`src/sv/vrt_div.sv`:
```
module vrt_div (
  input  logic        clk,
  input  logic        rst,
  input  logic        start,
  input  logic [15:0] divisor,
  output logic        done,
  output logic [30:0] quotient
);
  // restoring division of 2^30 by divisor, one quotient bit a cycle

  logic        busy;
  logic [4:0]  cnt;
  logic [15:0] rem;
  logic [15:0] dvs;
  logic [16:0] trial;
  logic        ge;

  always_comb begin
    trial = {rem, (cnt == 5'd0)};
    ge    = (trial >= {1'b0, dvs});
  end

  always_ff @(posedge clk) begin
    if (rst) begin
      busy <= 1'b0;
      done <= 1'b0;
      cnt  <= '0;
    end else begin
      done <= 1'b0;
      if (start) begin
        busy     <= 1'b1;
        cnt      <= '0;
        rem      <= '0;
        dvs      <= divisor;
        quotient <= '0;
      end else if (busy) begin
        if (ge) begin
          rem <= 16'(trial - {1'b0, dvs});
        end else begin
          rem <= trial[15:0];
        end
        quotient <= {quotient[29:0], ge};
        cnt      <= cnt + 5'd1;
        if (cnt == 5'd30) begin
          busy <= 1'b0;
          done <= 1'b1;
        end
      end
    end
  end

endmodule

```
`config.mk`:
```
export PLATFORM = sky130hd
export DESIGN_NAME = vrt_div
export DESIGN_NICKNAME = d
export VERILOG_FILES = /design/src/sv/vrt_div.sv
export SDC_FILE = /design/constraint.sdc
export NUM_CORES = 1
export LEC_CHECK = 0
export BUFFER_PORTS_ARGS = -buffer_cell sky130_fd_sc_hd__buf_2
export CORE_MARGIN = 3
export CORE_UTILIZATION = 42
export DETAILED_ROUTE_END_ITERATION = 6
export REMOVE_ABC_BUFFERS = 1
export SLEW_MARGIN = 20
export SYNTH_ARGS = -nofsm -noshare
export SYNTH_HDL_FRONTEND = slang
export SYNTH_SLANG_ARGS = --single-unit
```
`constraint.sdc`:
```
create_clock -name clk -period 4.3 [get_ports clk]
set_clock_uncertainty 0.05 [all_clocks]
set_input_delay 0.86 -clock clk [delete_from_list [all_inputs] [get_ports clk]]
set_output_delay 0.86 -clock clk [all_outputs]
set_load 0.05 [all_outputs]
```
==> metrics.txt, run 1 <==
Hold Crit Start cnt[4]; Warnings, synthesis 0; Sw Ratio 0.299; Clock power frac 0.322; grt total ovfl 0; WHS Endpoint cnt[4]; Post-Syn Area 3590 µm²; Max-cap violations 0; layout cells sized above 1 0.225; Num CTS Buffers 9; vias 2405; Die Y 98.4 µm; leading area contributor after synthesis edfxtp_1; gpl congestion 0.831; number of global-route vias before repair 2345; Setup WS post-layout 0.902 ns; post-synthesis mux area share 0.0335; Setup violations, final 0; Max VDD drop 202 µV; Setup TNS 0 ns; combinational power share 0.230; Main synth FF type edfxtp_1; synth top area cells edfxtp_1 53%, ha_1 6.6%, nor2b_1 6.1%; DR DRC count 0; Die ar. 9680 µm²; CP required 4.35 ns; maximum clock insertion buffer count 2; synthesized instance count 305; post-DP HPWL 4.66 mm; Layout Nets 399; Worst EP arrival 3.45 ns; worst reg2reg endpoint rem[14]; TritonCTS clock tree built; largest net degree at the start of global routing 48; DRT Wirelength 6.79 mm; HP Class register to register; post-DR wirelength/cell 14.4 µm; Worst slew margin 0.553; sequential area share after synthesis 0.567; initial DRC count 89; initial antenna violation count 0; Reg2Reg Depth 12; vias per cell 5.12; CP Launch Type register; Hold Path Stages 2; Leakage 1.70 nW; CTS resizes 0; clk sinks 70; fin crit period 3.40 ns; Fillers 750; clock root buffer clkbuf_8; Fin Hold WS 0.507 ns; n_diodes 0; number of flops mapped to enable cells by yosys 63; complex-gate fraction of the synthesized area 0.0970; Synth Area in Simple Gates 0.158; internal power 0.00129 W; R2R Path Start cnt[0]; most numerous cell in the Yosys netlist edfxtp_1; slew of the pin with the lowest slew margin 0.670 ns; Distinct cells, synth 47; post-synthesis adder-cell area fraction 0.0719; fmax 294 MHz; RSZ-0062 raised after global routing false; Total GRT Usage 0.149; first-pass GRT wire length 11.4 mm; H-tree levels 3; Final Hold Viols 0; Crit Path Max Fanout 4; Post-synth top cells 63 x edfxtp_1, 35 x nor2b_1, 31 x nor2_1, 21 x inv_1, 19 x ha_1; IO Count 51; CTS Hold Bufs 0; initial core utilization 0.434; sequential share of power 0.449; power density over the cells 441 nW/µm²; drt pass-1 iters 4; Port Buffer Count 50; main combinational cell family by area after synthesis simple AND/OR/NAND/NOR gates; Worst-path clk slew 0.08 ns; Post-CTS Setup Bufs 0; asr flop ratio synth 0; clk_lat worst skew 0.35 ns; Final Max Tran Viols 0; outcome completed; die width 98.4 µm; Final Cycle Share 0.790; Final Core Density 0.505; endpoint type of the worst setup path register; Synth Area in XOR/XNOR 0.0342; pre-CTS WS 0.892 ns; critical path class register to register; post-synth top area share 0.528; #FFs+latches synth 70; R2R Setup Slk 0.90 ns; Total Power 0.00184 W; syn_area_per_cell 11.8 µm²; switching power 0.000549 W; area delta synth->final 16.4%; Core ar. 8260 µm²; post-route ant nets 0; num rows 33
## sequential cells by signal (all words and copies together), names as in the netlist
register,count
cnt,5
busy,1
quotient,31
done,1
rem,16
dvs,16
## power by group through the flow
stage,Sequential (W),Combinational (W),Clock [W]
5_1_grt,0.000832,0.000473,0.000640
2_1_floorplan,0.000897,0.000267,0
6_report,0.000826,0.000423,0.000592
3_5_place_dp,0.000840,0.000425,0
4_1_cts,0.000826,0.000428,0.000613
3_3_place_gp,0.000839,0.000422,0
## cell type report
| class | count | area [µm²] | area share |
|---|---|---|---|
| well taps | 105 | 131 | 0.0315 |
| repair buffers | 54 | 280 | 0.0672 |
| clock buffers | 9 | 124 | 0.0297 |
| multi-input cells | 204 | 1430 | 0.343 |
| clock inverters | 7 | 96.3 | 0.0231 |
| flip-flops and latches | 70 | 2030 | 0.487 |
| inverters | 21 | 78.8 | 0.0189 |
## worst max-delay path, stage by stage (launching register included)
cell      delay [ns]
dfxtp_1         0.35
inv_1           0.09
ha_1            0.13
or4b_2          0.62
ha_1            0.23
fa_1            0.40
nand2b_1        0.20
a21oi_1         0.20
o311a_1         0.25
o21ai_1         0.08
a31oi_1         0.20
o21ai_0         0.09
a32o_1          0.26
## metrics by stage
stage          std cells  cell area [µm²]
2_1_floorplan        295             3520
3_3_place_gp         454             3950
3_5_place_dp         454             3950
4_1_cts              470             4170
5_1_grt              470             4170
6_report             470             4170
## cells by family after synthesis
family	count (synthesis)
buf+inv	31
xor+xnor	14
simple gates	106
flops	70
mux	12
fa+ha+maj	20
compound gates	52
## cells in the final DEF (no fill, tap or decap), types with 3 or more instances in the layout
cell	instances
dfxtp_1	7
mux2i_1	12
o21a_1	3
buf_4	4
xnor2_1	8
o21ai_1	4
inv_1	21
buf_2	50
a21oi_1	15
nor2b_1	35
a21oi_2	3
nor3_1	5
nand4_1	3
ha_1	19
clkbuf_8	9
xor2_1	6
edfxtp_1	63
nand2_1	10
a21o_1	3
o21ai_0	10
nand3_1	4
nor2_1	30
and3_1	3
## how the worst max path moves through the flow
stage               startpoint     endpoint  slack (ns)  cells after the start
detailed placement      cnt[0]      rem[14]        0.89                     12
CTS                     cnt[0]      rem[14]        0.89                     12
finish                  cnt[0]      rem[14]        0.90                     12
global placement        cnt[0]      rem[14]         1.0                     12
floorplan                start  quotient[0]        0.92                      2
global route            cnt[0]      rem[14]        0.66                     12
## per-layer routing
| layer | GRT usage | vias up | wire (µm) |
|---|---|---|---|
| met1 | 0.204 | 1149 | 3210 |
| met2 | 0.225 | 48 | 3210 |
| met3 | 0.0414 | 11 | 255 |
| met4 | 0.0567 | 0 | 115 |
| li1 | - | 1197 | - |
| met5 | 0 | - | 0 |
(Power assumes the default switching activity.)
==> inputs of run 2 (changes only) <==
==> constraint.sdc (replaced) <==
create_clock -name clk -period 3.2 [get_ports clk]
set_clock_uncertainty 0.05 [all_clocks]
set_input_delay 0.64 -clock clk [delete_from_list [all_inputs] [get_ports clk]]
set_output_delay 0.64 -clock clk [all_outputs]
set_load 0.05 [all_outputs]
==> run 2 against run 1 <==
  * Sequential share of layout area shrank 1.1 points
  * Die area is the same
  * Global-route usage rose by 0.17 points
  * Routed wire length up 1.7%
  * Count of clock-buffer cells in the layout is the same
  * Register-to-register slack worse by 0.70 ns
  * Combinational power up 41%
  * Critical path type unchanged
==> metrics.txt, run 2 (same netlist as run 1, synthesis figures left out) <==
slew of the pin with the lowest slew margin 0.702 ns (+0.0318 ns); CP Launch Type register; DRT Wirelength 6.91 mm (+1.7%); post-DR wirelength/cell 14.4 µm (about the same); worst-path cell chain inv_1 -> ha_1 -> or4b_4 -> ha_2 -> fa_2 -> nand2b_4 -> a21oi_2 -> o311a_1 -> o21ai_1 -> a31oi_1 -> o21ai_0 -> a32o_1; drt pass-1 iters 4 (unchanged); Layout Nets 407 (+2.0%); vias 2419 (+0.58%); Die Y 98.4 µm (unchanged); area delta synth->final 19.2%; Worst EP arrival 3.06 ns (-0.39 ns); Die ar. 9680 µm² (unchanged); Worst-path clk slew 0.08 ns (about the same); CTS Hold Bufs 0 (unchanged); die width 98.4 µm (unchanged); Total GRT Usage 0.150 (+0.00166); register with the most flip-flops quotient; num rows 33 (unchanged); outcome completed; post-route cell area 4270 µm² (+2.4%); largest net degree at the start of global routing 51 (+6.3%); slowest CP cell or4b_4; Crit path depth 12 (unchanged); Critical path buffers and inverters 1 (unchanged); commonest non-fill, non-tap cell in the layout edfxtp_1; most frequent cells in the layout 63 x edfxtp_1, 50 x buf_2, 35 x nor2b_1, 30 x nor2_1, 21 x inv_1; TritonCTS clock tree built; cell family with most CP delay compound AO/OA/AOI/OAI gates; Final Cycle Share 0.936 (+0.146); Setup crit end rem[14]; number of global-route vias before repair 2357 (+0.51%); grt total ovfl 0 (unchanged); fmax 334 MHz (+13%); Final Core Density 0.517 (+0.0121); post-route ant nets 0 (unchanged); H-tree levels 3 (unchanged); Core ar. 8260 µm² (unchanged); worst reg2reg endpoint rem[14]; DR DRC count 0 (unchanged); initial core utilization 0.434 (unchanged); gpl congestion 0.820 (-1.4%); initial antenna violation count 0 (unchanged); Critical Path Max Stage Delay 0.47 ns (-0.15 ns); layout cells sized above 1 0.255 (+0.0300); fin crit period 3.00 ns (-0.401 ns); initial DRC count 71 (-20%); Leakage 1.76 nW (+3.4%); n_diodes 0 (unchanged); Crit Path Max Fanout 2 (-2); Worst slew margin 0.532 (-0.0212); clock root buffer clkbuf_8; R2R Path Start cnt[0]; Post-CTS Setup Bufs 0 (unchanged); Num CTS Buffers 9 (unchanged); post-DP HPWL 4.75 mm (+2.0%); Setup violations, final 0 (unchanged); clk sinks 70 (unchanged); Final Hold Viols 0 (unchanged); HP Class primary input to register; IO Count 51 (unchanged); clk_lat worst skew 0.35 ns (about the same); maximum clock insertion buffer count 2 (unchanged); largest registers quotient (31), dvs (16), rem (16); R2R Setup Slk 0.20 ns (-0.70 ns); critical path class register to register; first-pass GRT wire length 11.6 mm (+1.5%); Max VDD drop 297 µV (+47%); vias per cell 5.06 (-1.1%); Reg2Reg Depth 12 (unchanged); Total Power 0.00253 W (+38%); RSZ-0062 raised after global routing false; DP Area 4030 µm² (+1.8%); Largest register FFs 31 (unchanged); power density over the cells 593 nW/µm² (+34%); Crit. Startpoint cnt[0]; Port Buffer Count 50 (unchanged); Max-cap violations 0 (unchanged); endpoint type of the worst setup path register; CP required 3.26 ns (-1.09 ns); Final Max Tran Viols 0 (unchanged)
[run 2: cell count changes in the layout (fill, tap and decap cells not counted), sizes merged]
cell / delta
buf: +8
clkinvlp: -2
clkinv: +1
inv: +1
[run 2: report_power, final]
part           total (W)  switching (W)  internal [W]
Sequential       0.00111      0.0000306       0.00108
Combinational   0.000597       0.000361      0.000236
Clock           0.000828       0.000378      0.000450
Total            0.00253       0.000770       0.00176
[run 2: through the flow]
stage          setup TNS [ns]  worst slack [ns]  hold WS, ns  std cells
2_1_floorplan               0            0.0360        0.435        295
3_3_place_gp         -0.00353          -0.00353        0.458        462
3_5_place_dp           -0.115            -0.100        0.481        462
4_1_cts                     0             0.119        0.399        478
5_1_grt                     0            0.0371        0.400        478
6_report                    0             0.204        0.408        478
[run 2: how the worst min path moves through the flow]
stage                 from      end  slack (ns)  cells past startpoint
2_1_floorplan       cnt[4]   cnt[4]        0.44                      2
3_3_place_gp        cnt[4]   cnt[4]        0.46                      2
3_5_place_dp        cnt[4]   cnt[4]        0.48                      2
4_1_cts        divisor[14]  dvs[14]        0.40                      1
5_1_grt         divisor[4]   dvs[4]        0.40                      1
6_report       divisor[14]  dvs[14]        0.41                      1
[run 2: per-layer routing]
metal | wire [µm] | up-vias | GRT usage
met5 | 0 | - | 0
met4 | 83 | 0 | 0.0441
met3 | 307 | 9 | 0.0393
met2 | 3130 | 46 | 0.237
met1 | 3380 | 1155 | 0.205
li1 | - | 1209 | -
[run 2: worst register-to-register path: stages (launching register included)]
cell and delay [ns]:
dfxtp_1 0.32, inv_1 0.07, ha_1 0.15, or4b_4 0.47
ha_2 0.20, fa_2 0.35, nand2b_4 0.15, a21oi_2 0.15
o311a_1 0.21, o21ai_1 0.08, a31oi_1 0.21, o21ai_0 0.10
a32o_1 0.26
[run 2: area by class of cell]
class / count / area (µm²)
flip-flops and latches: 70 / 2030
clock buffers: 9 / 124
inverters: 21 / 78.8
well taps: 105 / 131
repair buffers: 62 / 353
clock inverters: 7 / 104
fillers: 762 / 3990
multi-input cells: 204 / 1450
[run 2: timing repair]
item | CTS | global route
cloned | 0 | 0
gates resized for setup | 3 | 2
pin swaps | 1 | 3
endpoints found under the setup margin | 2 | 2
